## src/hw/rtl/brfd_pkg.sv

```systemverilog
// Package for the byte-run frame decoder.
// Holds the shared types, codes and fixed widths. No dependencies.
`timescale 1ns / 1ps

package brfd_pkg;

    localparam int DIM_W       = 13;
    localparam int POS_W       = 12;
    localparam int PIX_W       = 8;
    localparam int LEN_W       = 7;
    localparam int CFG_IDX_W   = 2;
    localparam int DIM_MAX     = (2 ** DIM_W) - 1;
    localparam int QUEUE_DEPTH = 4;
    localparam int QUEUE_PTR_W = $clog2(QUEUE_DEPTH);
    localparam int QUEUE_CNT_W = $clog2(QUEUE_DEPTH + 1);

    localparam logic [CFG_IDX_W-1:0] CFG_FRAME_WIDTH  = 2'd0;
    localparam logic [CFG_IDX_W-1:0] CFG_FRAME_HEIGHT = 2'd1;

    localparam logic [DIM_W-1:0] FRAME_WIDTH_RESET  = 13'd320;
    localparam logic [DIM_W-1:0] FRAME_HEIGHT_RESET = 13'd200;

    typedef enum logic [1:0] {
        KIND_WRITE = 2'd0,
        KIND_DONE  = 2'd1,
        KIND_ERROR = 2'd2
    } t_kind;

    typedef enum logic [2:0] {
        ERR_NONE      = 3'd0,
        ERR_HEADER    = 3'd1,
        ERR_COUNT     = 3'd2,
        ERR_REPVAL    = 3'd3,
        ERR_LIT_TRUNC = 3'd4,
        ERR_REP_OVF   = 3'd5,
        ERR_LIT_OVF   = 3'd6
    } t_err;

    typedef enum logic [2:0] {
        PH_IDLE    = 3'd0,
        PH_HEADER  = 3'd1,
        PH_COUNT   = 3'd2,
        PH_REPVAL  = 3'd3,
        PH_LITERAL = 3'd4
    } t_phase;

    typedef struct packed {
        logic [PIX_W-1:0] byte_value;
        logic             frame_start;
        logic             last_byte;
        logic             is_fill;
        logic [PIX_W-1:0] lit_count;
    } t_item;

    typedef struct packed {
        logic [DIM_W-1:0] width;
        logic [DIM_W-1:0] height;
    } t_geom;

    typedef struct packed {
        t_kind            kind;
        logic [POS_W-1:0] row;
        logic [POS_W-1:0] column;
        logic [PIX_W-1:0] pixel_value;
        logic [LEN_W-1:0] run_length;
        logic             frame_done;
        t_err             error_code;
    } t_result;

endpackage

```

## src/hw/rtl/brfd_ifs.sv

```systemverilog
// Channel interfaces of the byte-run frame decoder: input bytes,
// result items and configuration writes. Depends on brfd_pkg.
`timescale 1ns / 1ps

interface brfd_in_if;
    logic                     valid;
    logic                     ready;
    logic [brfd_pkg::PIX_W-1:0] byte_value;
    logic                     frame_start;
    logic                     last_byte;

    modport source (output valid, output byte_value, output frame_start,
                    output last_byte, input ready);
    modport sink   (input valid, input byte_value, input frame_start,
                    input last_byte, output ready);
endinterface

interface brfd_out_if;
    logic                       valid;
    logic                       ready;
    brfd_pkg::t_kind            kind;
    logic [brfd_pkg::POS_W-1:0] row;
    logic [brfd_pkg::POS_W-1:0] column;
    logic [brfd_pkg::PIX_W-1:0] pixel_value;
    logic [brfd_pkg::LEN_W-1:0] run_length;
    logic                       frame_done;
    brfd_pkg::t_err             error_code;

    modport source (output valid, output kind, output row, output column,
                    output pixel_value, output run_length, output frame_done,
                    output error_code, input ready);
    modport sink   (input valid, input kind, input row, input column,
                    input pixel_value, input run_length, input frame_done,
                    input error_code, output ready);
endinterface

interface brfd_cfg_if;
    logic                           valid;
    logic                           ready;
    logic [brfd_pkg::CFG_IDX_W-1:0] index;
    logic [brfd_pkg::DIM_W-1:0]     data;

    modport source (output valid, output index, output data, input ready);
    modport sink   (input valid, input index, input data, output ready);
endinterface

```

## src/hw/rtl/brfd_front.sv

```systemverilog
// Front end: accepts chunk bytes and classifies each count byte.
// Depends on brfd_pkg and brfd_in_if.
`timescale 1ns / 1ps

module brfd_front (
    brfd_in_if.sink          i_in,
    input  logic             i_queue_full,
    output logic             o_push,
    output brfd_pkg::t_item  o_item
);
    import brfd_pkg::*;

    assign i_in.ready = !i_queue_full;
    assign o_push     = i_in.valid && !i_queue_full;

    // A negative count byte b announces 256 - b literal bytes.
    always_comb begin
        o_item.byte_value  = i_in.byte_value;
        o_item.frame_start = i_in.frame_start;
        o_item.last_byte   = i_in.last_byte;
        o_item.is_fill     = !i_in.byte_value[PIX_W-1];
        o_item.lit_count   = (~i_in.byte_value) + PIX_W'(1);
    end

endmodule

```

## src/hw/rtl/brfd_queue.sv

```systemverilog
// Short item queue between the front end and the decoder back end.
// Depends on brfd_pkg.
`timescale 1ns / 1ps

module brfd_queue (
    input  logic             i_clk,
    input  logic             i_rst_n,
    input  logic             i_push,
    input  brfd_pkg::t_item  i_item,
    output logic             o_full,
    input  logic             i_pop,
    output logic             o_valid,
    output brfd_pkg::t_item  o_item
);
    import brfd_pkg::*;

    t_item                  r_mem [QUEUE_DEPTH];
    logic [QUEUE_PTR_W-1:0] r_wr_ptr;
    logic [QUEUE_PTR_W-1:0] r_rd_ptr;
    logic [QUEUE_CNT_W-1:0] r_count;
    logic [QUEUE_CNT_W-1:0] n_count;

    assign o_full  = (r_count == QUEUE_CNT_W'(QUEUE_DEPTH));
    assign o_valid = (r_count != '0);
    assign o_item  = r_mem[r_rd_ptr];

    always_comb begin
        n_count = r_count;
        if (i_push && !(i_pop && o_valid)) begin
            n_count = r_count + QUEUE_CNT_W'(1);
        end else if (!i_push && i_pop && o_valid) begin
            n_count = r_count - QUEUE_CNT_W'(1);
        end
    end

    always_ff @(posedge i_clk) begin
        if (!i_rst_n) begin
            r_wr_ptr <= '0;
            r_rd_ptr <= '0;
            r_count  <= '0;
        end else begin
            if (i_push) begin
                r_wr_ptr <= r_wr_ptr + QUEUE_PTR_W'(1);
            end
            if (i_pop && o_valid) begin
                r_rd_ptr <= r_rd_ptr + QUEUE_PTR_W'(1);
            end
            r_count <= n_count;
        end
    end

    always_ff @(posedge i_clk) begin
        if (i_push) begin
            r_mem[r_wr_ptr] <= i_item;
        end
    end

endmodule

```

## src/hw/rtl/brfd_back.sv

```systemverilog
// Back end: walks the frame row by row and registers at most one result per item.
// Depends on brfd_pkg and brfd_out_if.
`timescale 1ns / 1ps

module brfd_back (
    input  logic             i_clk,
    input  logic             i_rst_n,
    input  brfd_pkg::t_geom  i_geom,
    input  logic             i_valid,
    input  brfd_pkg::t_item  i_item,
    output logic             o_pop,
    brfd_out_if.source       o_out
);
    import brfd_pkg::*;

    t_phase             r_phase;
    t_phase             n_phase;
    logic [DIM_W-1:0]   r_row;
    logic [DIM_W-1:0]   n_row;
    logic [DIM_W-1:0]   r_col;
    logic [DIM_W-1:0]   n_col;
    logic [LEN_W-1:0]   r_pend;
    logic [LEN_W-1:0]   n_pend;
    logic               r_out_valid;
    t_result            r_out;

    t_phase             cur_ph;
    logic [DIM_W-1:0]   row_c;
    logic [DIM_W-1:0]   col_c;
    logic [DIM_W-1:0]   row_inc;
    logic [DIM_W:0]     sum;
    logic [PIX_W-1:0]   adv_n;
    logic               do_adv;
    logic               wrote;
    logic               fail;
    t_err               fail_code;
    logic               emit;
    t_result            res;

    assign o_pop = i_valid && (!r_out_valid || o_out.ready);

    always_comb begin
        n_phase   = r_phase;
        n_row     = r_row;
        n_col     = r_col;
        n_pend    = r_pend;
        emit      = 1'b0;
        do_adv    = 1'b0;
        wrote     = 1'b0;
        adv_n     = '0;
        fail      = 1'b0;
        fail_code = ERR_NONE;
        sum       = '0;
        res       = '0;
        res.kind       = KIND_WRITE;
        res.error_code = ERR_NONE;
        row_c   = i_item.frame_start ? '0 : r_row;
        col_c   = i_item.frame_start ? '0 : r_col;
        cur_ph  = i_item.frame_start ? PH_HEADER : r_phase;
        row_inc = row_c + DIM_W'(1);

        if (i_item.frame_start) begin
            n_row  = '0;
            n_col  = '0;
            n_pend = '0;
        end

        if (i_item.frame_start && (i_geom.height == '0)) begin
            n_phase        = PH_IDLE;
            emit           = 1'b1;
            res.kind       = KIND_DONE;
            res.frame_done = 1'b1;
        end else begin
            unique case (cur_ph)
                PH_IDLE: begin
                    n_phase = PH_IDLE;
                end
                PH_HEADER: begin
                    if (i_geom.width == '0) begin
                        do_adv = 1'b1;
                    end else begin
                        n_phase = PH_COUNT;
                        if (i_item.last_byte) begin
                            fail      = 1'b1;
                            fail_code = ERR_COUNT;
                        end
                    end
                end
                PH_COUNT: begin
                    if (i_item.is_fill) begin
                        n_pend  = i_item.byte_value[LEN_W-1:0];
                        n_phase = PH_REPVAL;
                        if (i_item.last_byte) begin
                            fail      = 1'b1;
                            fail_code = ERR_REPVAL;
                        end
                    end else if ((col_c <= i_geom.width)
                                 && (({1'b0, col_c} + (DIM_W+1)'(i_item.lit_count))
                                     > {1'b0, i_geom.width})) begin
                        fail      = 1'b1;
                        fail_code = ERR_LIT_OVF;
                    end else if (i_item.last_byte) begin
                        fail      = 1'b1;
                        fail_code = ERR_LIT_TRUNC;
                    end else begin
                        n_pend  = LEN_W'(i_item.lit_count - PIX_W'(1));
                        n_phase = PH_LITERAL;
                    end
                end
                PH_REPVAL: begin
                    if ((col_c <= i_geom.width)
                        && (({1'b0, col_c} + (DIM_W+1)'(r_pend)) > {1'b0, i_geom.width}))
                    begin
                        fail      = 1'b1;
                        fail_code = ERR_REP_OVF;
                    end else begin
                        emit            = 1'b1;
                        wrote           = 1'b1;
                        res.row         = row_c[POS_W-1:0];
                        res.column      = col_c[POS_W-1:0];
                        res.pixel_value = i_item.byte_value;
                        res.run_length  = r_pend;
                        do_adv          = 1'b1;
                        adv_n           = PIX_W'(r_pend);
                    end
                end
                PH_LITERAL: begin
                    if ((r_pend != '0) && i_item.last_byte) begin
                        fail      = 1'b1;
                        fail_code = ERR_LIT_TRUNC;
                    end else begin
                        emit            = 1'b1;
                        wrote           = 1'b1;
                        res.row         = row_c[POS_W-1:0];
                        res.column      = col_c[POS_W-1:0];
                        res.pixel_value = i_item.byte_value;
                        res.run_length  = LEN_W'(1);
                        if (r_pend != '0) begin
                            n_pend = r_pend - LEN_W'(1);
                            n_col  = col_c + DIM_W'(1);
                        end else begin
                            do_adv = 1'b1;
                            adv_n  = PIX_W'(1);
                        end
                    end
                end
                default: begin
                    n_phase = PH_IDLE;
                end
            endcase

            if (do_adv) begin
                sum = {1'b0, col_c} + (DIM_W+1)'(adv_n);
                if (sum >= {1'b0, i_geom.width}) begin
                    n_col   = '0;
                    n_row   = row_inc;
                    n_phase = PH_HEADER;
                    if (row_inc >= i_geom.height) begin
                        n_phase        = PH_IDLE;
                        emit           = 1'b1;
                        res.frame_done = 1'b1;
                        if (!wrote) begin
                            res.kind   = KIND_DONE;
                            res.row    = row_inc[POS_W-1:0];
                            res.column = '0;
                        end
                    end else if (i_item.last_byte) begin
                        fail      = 1'b1;
                        fail_code = ERR_HEADER;
                    end
                end else begin
                    n_col   = sum[DIM_W-1:0];
                    n_phase = PH_COUNT;
                    if (i_item.last_byte) begin
                        fail      = 1'b1;
                        fail_code = ERR_COUNT;
                    end
                end
            end

            if (fail) begin
                n_phase        = PH_IDLE;
                emit           = 1'b1;
                res            = '0;
                res.kind       = KIND_ERROR;
                res.row        = n_row[POS_W-1:0];
                res.column     = n_col[POS_W-1:0];
                res.error_code = fail_code;
            end
        end
    end

    always_ff @(posedge i_clk) begin
        if (!i_rst_n) begin
            r_phase     <= PH_IDLE;
            r_row       <= '0;
            r_col       <= '0;
            r_pend      <= '0;
            r_out_valid <= 1'b0;
        end else begin
            if (o_pop) begin
                r_phase <= n_phase;
                r_row   <= n_row;
                r_col   <= n_col;
                r_pend  <= n_pend;
            end
            if (o_pop && emit) begin
                r_out_valid <= 1'b1;
            end else if (o_out.ready) begin
                r_out_valid <= 1'b0;
            end
        end
    end

    always_ff @(posedge i_clk) begin
        if (o_pop && emit) begin
            r_out <= res;
        end
    end

    assign o_out.valid       = r_out_valid;
    assign o_out.kind        = r_out.kind;
    assign o_out.row         = r_out.row;
    assign o_out.column      = r_out.column;
    assign o_out.pixel_value = r_out.pixel_value;
    assign o_out.run_length  = r_out.run_length;
    assign o_out.frame_done  = r_out.frame_done;
    assign o_out.error_code  = r_out.error_code;

    a_end_goes_idle: assert property (@(posedge i_clk) disable iff (!i_rst_n)
        (o_pop && emit && ((res.kind != KIND_WRITE) || res.frame_done))
        |=> (r_phase == PH_IDLE))
        else $error("decoder not idle after frame end or error");

    a_error_shape: assert property (@(posedge i_clk) disable iff (!i_rst_n)
        (r_out_valid && (r_out.kind == KIND_ERROR))
        |-> ((r_out.error_code != ERR_NONE) && (r_out.run_length == '0)
             && !r_out.frame_done))
        else $error("malformed error item");

    a_ignored_silent: assert property (@(posedge i_clk) disable iff (!i_rst_n)
        (o_pop && !i_item.frame_start && (r_phase == PH_IDLE)) |-> !emit)
        else $error("result from an ignored byte");

endmodule

```

## src/hw/rtl/byte_run_frame_decoder_unit.sv

```systemverilog
// A byte's result passes through the queue, then the result register, before it is valid.
// Throughput: one byte per cycle while the four-entry queue has room; the decoder takes one
// queued item each cycle that the result register is free or draining, and the queue absorbs stalls.
// Reset (synchronous, active low) empties the queue and the result register, returns the
// decoder to idle awaiting a frame start, and sets the geometry to 320 by 200.
`timescale 1ns / 1ps

module byte_run_frame_decoder_unit #(
    parameter int unsigned MAX_WIDTH  = 4096,
    parameter int unsigned MAX_HEIGHT = 4096
) (
    input  logic        i_clk,
    input  logic        i_rst_n,
    brfd_in_if.sink     i_in,
    brfd_cfg_if.sink    i_cfg,
    brfd_out_if.source  o_out
);
    import brfd_pkg::*;

    localparam int unsigned WIDTH_CAP  = (MAX_WIDTH > DIM_MAX) ? DIM_MAX : MAX_WIDTH;
    localparam int unsigned HEIGHT_CAP = (MAX_HEIGHT > DIM_MAX) ? DIM_MAX : MAX_HEIGHT;
    localparam logic [DIM_W-1:0] WIDTH_LIMIT  = DIM_W'(WIDTH_CAP);
    localparam logic [DIM_W-1:0] HEIGHT_LIMIT = DIM_W'(HEIGHT_CAP);

    logic [DIM_W-1:0] r_frame_width;
    logic [DIM_W-1:0] r_frame_height;
    t_geom            geom;
    logic             push;
    logic             queue_full;
    t_item            front_item;
    logic             queue_valid;
    t_item            queue_item;
    logic             pop;

    assign i_cfg.ready = 1'b1;

    always_ff @(posedge i_clk) begin
        if (!i_rst_n) begin
            r_frame_width  <= FRAME_WIDTH_RESET;
            r_frame_height <= FRAME_HEIGHT_RESET;
        end else if (i_cfg.valid) begin
            unique case (i_cfg.index)
                CFG_FRAME_WIDTH:  r_frame_width  <= i_cfg.data;
                CFG_FRAME_HEIGHT: r_frame_height <= i_cfg.data;
                default: begin
                end
            endcase
        end
    end

    always_comb begin
        geom.width  = (r_frame_width > WIDTH_LIMIT) ? WIDTH_LIMIT : r_frame_width;
        geom.height = (r_frame_height > HEIGHT_LIMIT) ? HEIGHT_LIMIT : r_frame_height;
    end

    brfd_front u_front (
        .i_in         (i_in),
        .i_queue_full (queue_full),
        .o_push       (push),
        .o_item       (front_item)
    );

    brfd_queue u_queue (
        .i_clk   (i_clk),
        .i_rst_n (i_rst_n),
        .i_push  (push),
        .i_item  (front_item),
        .o_full  (queue_full),
        .i_pop   (pop),
        .o_valid (queue_valid),
        .o_item  (queue_item)
    );

    brfd_back u_back (
        .i_clk   (i_clk),
        .i_rst_n (i_rst_n),
        .i_geom  (geom),
        .i_valid (queue_valid),
        .i_item  (queue_item),
        .o_pop   (pop),
        .o_out   (o_out)
    );

endmodule
```

## src/flat_wrapper.sv

```systemverilog
// flat-port wrapper written by rule: the top's interface ports become plain ports
module byte_run_frame_decoder_unit_flat import brfd_pkg::*;
#(
    parameter int unsigned MAX_WIDTH  = 4096,
    parameter int unsigned MAX_HEIGHT = 4096
)
  (i_clk, i_rst_n, i_in_valid, i_in_byte_value, i_in_frame_start, i_in_last_byte, i_in_ready, i_cfg_valid, i_cfg_index, i_cfg_data, i_cfg_ready, o_out_valid, o_out_kind, o_out_row, o_out_column, o_out_pixel_value, o_out_run_length, o_out_frame_done, o_out_error_code, o_out_ready);
  brfd_in_if i_in_i ();
  brfd_cfg_if i_cfg_i ();
  brfd_out_if o_out_i ();
  input  logic i_clk;
  input  logic i_rst_n;
  input wire logic [$bits(i_in_i.valid)-1:0] i_in_valid;
  input wire logic [$bits(i_in_i.byte_value)-1:0] i_in_byte_value;
  input wire logic [$bits(i_in_i.frame_start)-1:0] i_in_frame_start;
  input wire logic [$bits(i_in_i.last_byte)-1:0] i_in_last_byte;
  output wire logic [$bits(i_in_i.ready)-1:0] i_in_ready;
  input wire logic [$bits(i_cfg_i.valid)-1:0] i_cfg_valid;
  input wire logic [$bits(i_cfg_i.index)-1:0] i_cfg_index;
  input wire logic [$bits(i_cfg_i.data)-1:0] i_cfg_data;
  output wire logic [$bits(i_cfg_i.ready)-1:0] i_cfg_ready;
  output wire logic [$bits(o_out_i.valid)-1:0] o_out_valid;
  output wire logic [$bits(o_out_i.kind)-1:0] o_out_kind;
  output wire logic [$bits(o_out_i.row)-1:0] o_out_row;
  output wire logic [$bits(o_out_i.column)-1:0] o_out_column;
  output wire logic [$bits(o_out_i.pixel_value)-1:0] o_out_pixel_value;
  output wire logic [$bits(o_out_i.run_length)-1:0] o_out_run_length;
  output wire logic [$bits(o_out_i.frame_done)-1:0] o_out_frame_done;
  output wire logic [$bits(o_out_i.error_code)-1:0] o_out_error_code;
  input wire logic [$bits(o_out_i.ready)-1:0] o_out_ready;
  assign i_in_i.valid = i_in_valid;
  assign i_in_i.byte_value = i_in_byte_value;
  assign i_in_i.frame_start = i_in_frame_start;
  assign i_in_i.last_byte = i_in_last_byte;
  assign i_in_ready = i_in_i.ready;
  assign i_cfg_i.valid = i_cfg_valid;
  assign i_cfg_i.index = i_cfg_index;
  assign i_cfg_i.data = i_cfg_data;
  assign i_cfg_ready = i_cfg_i.ready;
  assign o_out_valid = o_out_i.valid;
  assign o_out_kind = o_out_i.kind;
  assign o_out_row = o_out_i.row;
  assign o_out_column = o_out_i.column;
  assign o_out_pixel_value = o_out_i.pixel_value;
  assign o_out_run_length = o_out_i.run_length;
  assign o_out_frame_done = o_out_i.frame_done;
  assign o_out_error_code = o_out_i.error_code;
  assign o_out_i.ready = o_out_ready;
  byte_run_frame_decoder_unit #(.MAX_WIDTH(MAX_WIDTH), .MAX_HEIGHT(MAX_HEIGHT)) u_core (.i_clk(i_clk), .i_rst_n(i_rst_n), .i_in(i_in_i), .i_cfg(i_cfg_i), .o_out(o_out_i));
endmodule
```

## config.mk

```make
export PLATFORM = sky130hd
export DESIGN_NAME = byte_run_frame_decoder_unit_flat
export DESIGN_NICKNAME = d
export VERILOG_FILES = /design/src/hw/rtl/brfd_pkg.sv /design/src/hw/rtl/brfd_ifs.sv /design/src/hw/rtl/brfd_front.sv /design/src/hw/rtl/brfd_queue.sv /design/src/hw/rtl/brfd_back.sv /design/src/hw/rtl/byte_run_frame_decoder_unit.sv /design/src/flat_wrapper.sv
export SDC_FILE = /design/constraint.sdc
export NUM_CORES = 1
export LEC_CHECK = 0
export BUFFER_PORTS_ARGS = -buffer_cell sky130_fd_sc_hd__buf_2
export CORE_MARGIN = 2
export CORE_UTILIZATION = 25
export DETAILED_ROUTE_END_ITERATION = 7
export PLACE_DENSITY_LB_ADDON = 0.12
export SYNTH_ARGS = -nofsm -noshare
export SYNTH_HDL_FRONTEND = slang
export SYNTH_SLANG_ARGS = --single-unit
export TNS_END_PERCENT = 5
```

## constraint.sdc

```tcl
create_clock -name i_clk -period 15.65 [get_ports i_clk]
set_clock_uncertainty 0.05 [all_clocks]
set_input_delay 1.565 -clock i_clk [delete_from_list [all_inputs] [get_ports i_clk]]
set_output_delay 1.565 -clock i_clk [all_outputs]
set_load 0.03 [all_outputs]
```

# == Yosys cells after proc, flatten, opt, wreduce, memory -nomap -nowiden ==
# Memories as Yosys holds them, arrays and structs flattened. A register that Yosys moved wholly into a read port is not among the register bits.
# Index checks and enable logic that the tools add are counted.
# totals
ff_bits,115
mem_bits_rw,76
inputBits,30
n_memories,1
# memory_table
memory,words,word_bits,rd,rd_clocked_by_memory_dff,write_ports,line,source
u_core.u_queue.r_mem,4,19,1,1,1,brfd_queue.sv:17,t_item r_mem [QUEUE_DEPTH];
# op_classes
add_sub_neg,12
n_lt_le_gt_ge,7
eq_ne,10
mux,96
bitwise_logic,2
n_reduce_logical,30
# ops
operator,n
two-way mux 13 bit,13
two-way mux 25 bit,4
two-way mux 39 bit,2
one-hot mux 39 bit (2 select lines),1
two-way mux 3 bit,21
two-way mux 7 bit,8
two-way mux 45 bit,1
two-way mux 1 bit,33
adder 13 x 8 -> 14 bit,2
> comparator 14 x 13 -> 1 bit,2
one-hot mux 7 bit (2 select lines),2
"adder 13 x 1 -> 13 bit, second input constant",2
"> comparator 13 bit, second input constant",2
logical NOT 13 bit,2
adder 13 x 7 -> 14 bit,1
greater-or-equal comparator 14 x 13 -> 1 bit,1
"subtractor 7 x 1 -> 7 bit, second input constant",2
greater-or-equal comparator 13 bit,1
<= comparator 13 bit,1
"!= test 6 x 5 -> 1 bit, second input constant",2
one-hot mux 3 bit (4 select lines),1
logical AND 1 bit,11
two-way mux 2 bit,5
one-hot mux 3 bit (3 select lines),1
25 further kinds,36

# == Depth between registers and ports, before layout ==
# depth
word_depth,16
depth_mapped,49
depth_no_buf,45

# == Hierarchy ==
# Synthesis repeated with hierarchy kept, for this count alone.
# unflattened
cells_unflattened,1295
hier_area_um2,12754.7
# modules_own_cells
mod,n_inst,cells_per_inst,area_each_um2
brfd_back,1,982,8045.2
brfd_queue,1,149,3263.1
byte_run_frame_decoder_unit,1,133,1201.2
brfd_front,1,31,245.2

# == Worst setup path after synthesis ==
# No wires, ideal clock.
# synth_path
kind,reg2reg
from,reg (tool-made name)
to,"reg u_core.u_back.r_out, in the netlist u_core.u_back.o_out.column[0], enable pin"
setup_ns,0.477
arrival_time_ns,11.141
required_ns,15.123
slack_ns,3.982
path_stages_with_launch,47
path_cell_list,dfxtp_1 -> buf_4 -> mux2_2 -> mux2i_4 -> clkbuf_1 -> buf_1 -> nand2_1 -> inv_1 -> ha_1 -> ha_1 -> inv_1 -> o31a_1 -> a21oi_1 -> o22a_1 -> maj3_1 -> a21oi_1 -> o21bai_1 -> nand2_1 -> [11 not listed] -> and2_1 -> ha_1 -> clkbuf_1 -> a21oi_1 -> o21ai_0 -> a21o_1 -> o41ai_4 -> nor2_1 -> xnor2_1 -> ha_1 -> a2111o_1 -> a2111oi_0 -> o21ai_1 -> a221oi_1 -> nand3b_1 -> o211a_1 -> o21a_1 -> a31oi_1
# synth_lines
element,line,source
end signal: assignment,brfd_back.sv:217,r_out <= res;
end: declaration,brfd_back.sv:25,t_result r_out;

==> results.sh <==
export IMPL_path_clk_slew_ns=0.08
export IMPL_cts_buffers=17
export IMPL_leakagePower_nw=5.368
export IMPL_crit_required_ns=15.74
export IMPL_grt_first_pass_wirelength_mm=65.46
export IMPL_dp_hpwl_mm=31.53
export IMPL_avgSynthCellArea_um2=9.502
export IMPL_crit_slowest_cell="a31oi_4"
export IMPL_wirelength_mm=43.29
export IMPL_synthAdderAreaFrac=0.09221
export IMPL_endpoint_kind="register"
export IMPL_gp_congestion=0.8845
export IMPL_slowest_delay_ns=0.69
export IMPL_cts_hold_buf=0
export IMPL_tightestPinTransition_ns=1.103
export IMPL_antenna_cells=0
export IMPL_cts_sinks=189
export IMPL_power_density_mw_per_mm2=137.7
export IMPL_syn_inst=1311
export IMPL_total_power_w=0.001952
export IMPL_drive_gt1_frac=0.1464
export IMPL_seq_area_frac_synth=0.3978
export IMPL_fp_dieH_um=227.2
export IMPL_grt_usage=0.1729
export IMPL_synthMuxAreaShare=0.05153
export IMPL_dp_cells=2005
export IMPL_arrival_ns=11.64
export IMPL_fin_cells=2037
export IMPL_via_per_inst=5.087
export IMPL_synthFlopType="edfxtp_1"
export IMPL_path_common_cell="ha_1"
export IMPL_synth_simple_area_share=0.1881
export IMPL_antenna_found_initial=0
export IMPL_n_fill_cell=5253
export IMPL_synth_top_family_by_area="simple AND/OR/NAND/NOR gates"
export IMPL_worst_ir_drop_vdd_v=0.00007836
export IMPL_slew_violations=0
export IMPL_grt_pass1_vias=10230
export IMPL_ios=78
export IMPL_grt_max_degree=38
export IMPL_cts_resized_gates=0
export IMPL_vias=10360
export IMPL_die_w_um=227.2
export IMPL_startpoint_type="register"
export IMPL_ys_warn_count=0
export IMPL_cts_path_max_buffers=2
export IMPL_r2r_cells=42
export IMPL_holdPathStages=2
export IMPL_first_pass_iters=5
export IMPL_outcome="completed"
export IMPL_critPathKind="reg -> reg"
export IMPL_wl_per_cell_um=21.25
export IMPL_final_nets=1478
export IMPL_async_flop_share=0
export IMPL_num_rows=81
export IMPL_cts_max_level=4
export IMPL_portBuffers=76
export IMPL_ant_nets=0
export IMPL_final_area_mm2=0.01417
export IMPL_yosysUniqueCellTypes=104
export IMPL_place_area_mm2=0.01355
export IMPL_post_cts_setup_buffer_count=0
export IMPL_finalCriticalPeriod_ns=11.55
export IMPL_path_buf_inv=5
export IMPL_ys_ff_latch=189
export IMPL_timing_final_hold_violations=0
export IMPL_drv_cap=0
export IMPL_fin_crit_sh=0.7380
export IMPL_core_area_mm2=0.04905
export IMPL_grt_setup_unrepaired="false"
export IMPL_synth_compound_area_frac=0.1874
export IMPL_hp_class="reg -> reg"
export IMPL_max_slew_margin=0.2612
export IMPL_critical_path_peak_fanout=26
export IMPL_die_area_mm2=0.05163
export IMPL_overflow=0
export IMPL_clk_latency_ns=0.50
export IMPL_max_freq_ghz=0.08658
export IMPL_area_growth_pct=13.78
export IMPL_drcViolationCount=0
export IMPL_start_util=0.2540
export IMPL_path_delay_family="compound AO/OA/AOI/OAI gates"
export IMPL_cts_tree="yes"
export IMPL_setup_viol_count_final=0
export IMPL_synth_edf_count=117
export IMPL_synth_xor_area_frac=0.04640
export IMPL_syn_cell_area_mm2=0.01246
export IMPL_cts_root_buf="clkbuf_16"
export IMPL_crit_cells=42
export IMPL_syn_nets=1429
export IMPL_drtIter0Drc=812
export IMPL_fin_tns_setup_ns=0
-- power by group --
part | switching (W) | internal (W)
combinational | 0.000575 | 0.000248
sequential | 0.0000441 | 0.000620
clock | 0.000245 | 0.000220
-- layer usage --
layer	global-route usage	up-vias	share of wire
met3	0.02814	44	0.031
met5	0	-	0
met1	0.2223	5081	0.45
met4	0.05693	0	0.024
met2	0.2947	225	0.49
li1	-	5013	-
-- cells in the mapped netlist, types with 7 or more instances --
library cell	count	area (um^2)
buf_1	10	37.54
nand2b_1	9	56.30
and3_1	24	150.1
mux4_2	16	360.4
clkbuf_1	42	157.7
nand4_1	20	125.1
o22ai_1	12	75.07
nand3_1	50	250.2
inv_1	35	131.4
edfxtp_1	117	3513
and2_1	22	137.6
o2111ai_1	7	61.31
nor4_1	11	68.82
nor2b_1	17	106.4
nor2_1	81	304.0
a31oi_1	18	112.6
a221oi_1	7	61.31
mux2i_1	14	140.1
nand2_1	166	623.1
xor2_1	16	140.1
xnor2_1	50	437.9
nand3b_1	7	52.55
ha_1	87	1089
or3_1	7	43.79
dfxtp_1	72	1441
a21o_1	22	165.2
o211ai_1	9	67.56
o21a_1	12	90.09
o21ai_0	60	300.3
a21oi_1	92	460.4
a22oi_1	9	67.56
nor3_1	26	130.1
mux2_2	7	78.83
buf_2	8	40.04
-- placed cells by master, fill, tap and decap left out, types with 17 or more instances in the layout --
cell type,synthesis,final
buf_4,6,21
dfxtp_1,72,71
buf_2,8,76
nor3_1,26,26
nor2b_1,17,17
nand4_1,20,20
xnor2_1,50,50
a21oi_1,92,92
ha_1,87,87
nand2_1,166,166
and3_1,24,24
a21o_1,22,22
clkbuf_16,0,17
and2_1,22,22
inv_1,35,35
nand3_1,50,50
edfxtp_1,117,117
nor2_1,81,81
a31oi_1,18,17
o21ai_0,60,59
-- worst min-delay path, delay by kind of cell, from the launching register on --
kind             cells  cell delay (ns)
AO/OA/AOI/OAI        1             0.05
flip-flops           1             0.33
AND/OR/NAND/NOR      1             0.06
-- flip-flops by register name, indices dropped and copies added (netlist names), named ones only --
name / flops
u_core.u_back.o_out.row: 12
u_core.u_back.o_out.error_code: 3
u_core.u_queue.r_rd_ptr: 2
u_core.u_queue.r_count: 3
u_core.u_back.r_col: 13
u_core.u_back.o_out.run_length: 7
u_core.u_back.o_out.column: 12
u_core.u_queue.r_wr_ptr: 2
u_core.u_back.r_row: 13
u_core.u_back.o_out.valid: 1
u_core.u_back.o_out.pixel_value: 8
u_core.u_back.r_pend: 7
u_core.u_back.r_phase: 3
u_core.u_back.o_out.frame_done: 1
u_core.r_frame_height: 13
u_core.u_back.o_out.kind: 2
u_core.u_queue.r_mem: 72
u_core.r_frame_width: 13
-- layout make-up --
cell class | instances | area, um^2 | share of cell area
Clock buffer | 17 | 425.4 | 0.03001
Clock inverter | 15 | 197.7 | 0.01395
Inverter | 42 | 160.2 | 0.01130
Multi-Input combinational cell | 1013 | 7066 | 0.4985
Sequential cell | 189 | 4956 | 0.3497
Tap cell | 664 | 830.8 | 0.05862
Timing Repair Buffer | 97 | 538.0 | 0.03796
-- path summary, 6_finish.rpt --
check	startpoint	slack, ns	to
max	register	4.10	u_core.u_back.o_out.row[9]
min	u_core.r_frame_width[7]	0.44	u_core.r_frame_width[7]
max reg2reg	register	4.10	u_core.u_back.o_out.row[9]
min reg2reg	u_core.r_frame_width[7]	0.44	u_core.r_frame_width[7]
-- cells by family after synthesis --
group	Yosys count
other	1
flip-flops	189
AND/OR/NAND/NOR	476
adder cells (fa/ha/maj)	92
buffers and inverters	109
AO/OA/AOI/OAI	337
multiplexers	41
XOR/XNOR	66
-- through the flow --
stage	util	setup WS, ns	hold slack [ns]
finish	0.2890	4.101	0.4353
detailed placement	0.2762	4.221	0.4210
global route	0.2890	3.056	0.4487
CTS	0.2890	4.138	0.4327
floorplan	-	3.982	0.3949
global placement	0.2762	4.316	0.4206
No activity file was read; power rests on OpenSTA's default activity.
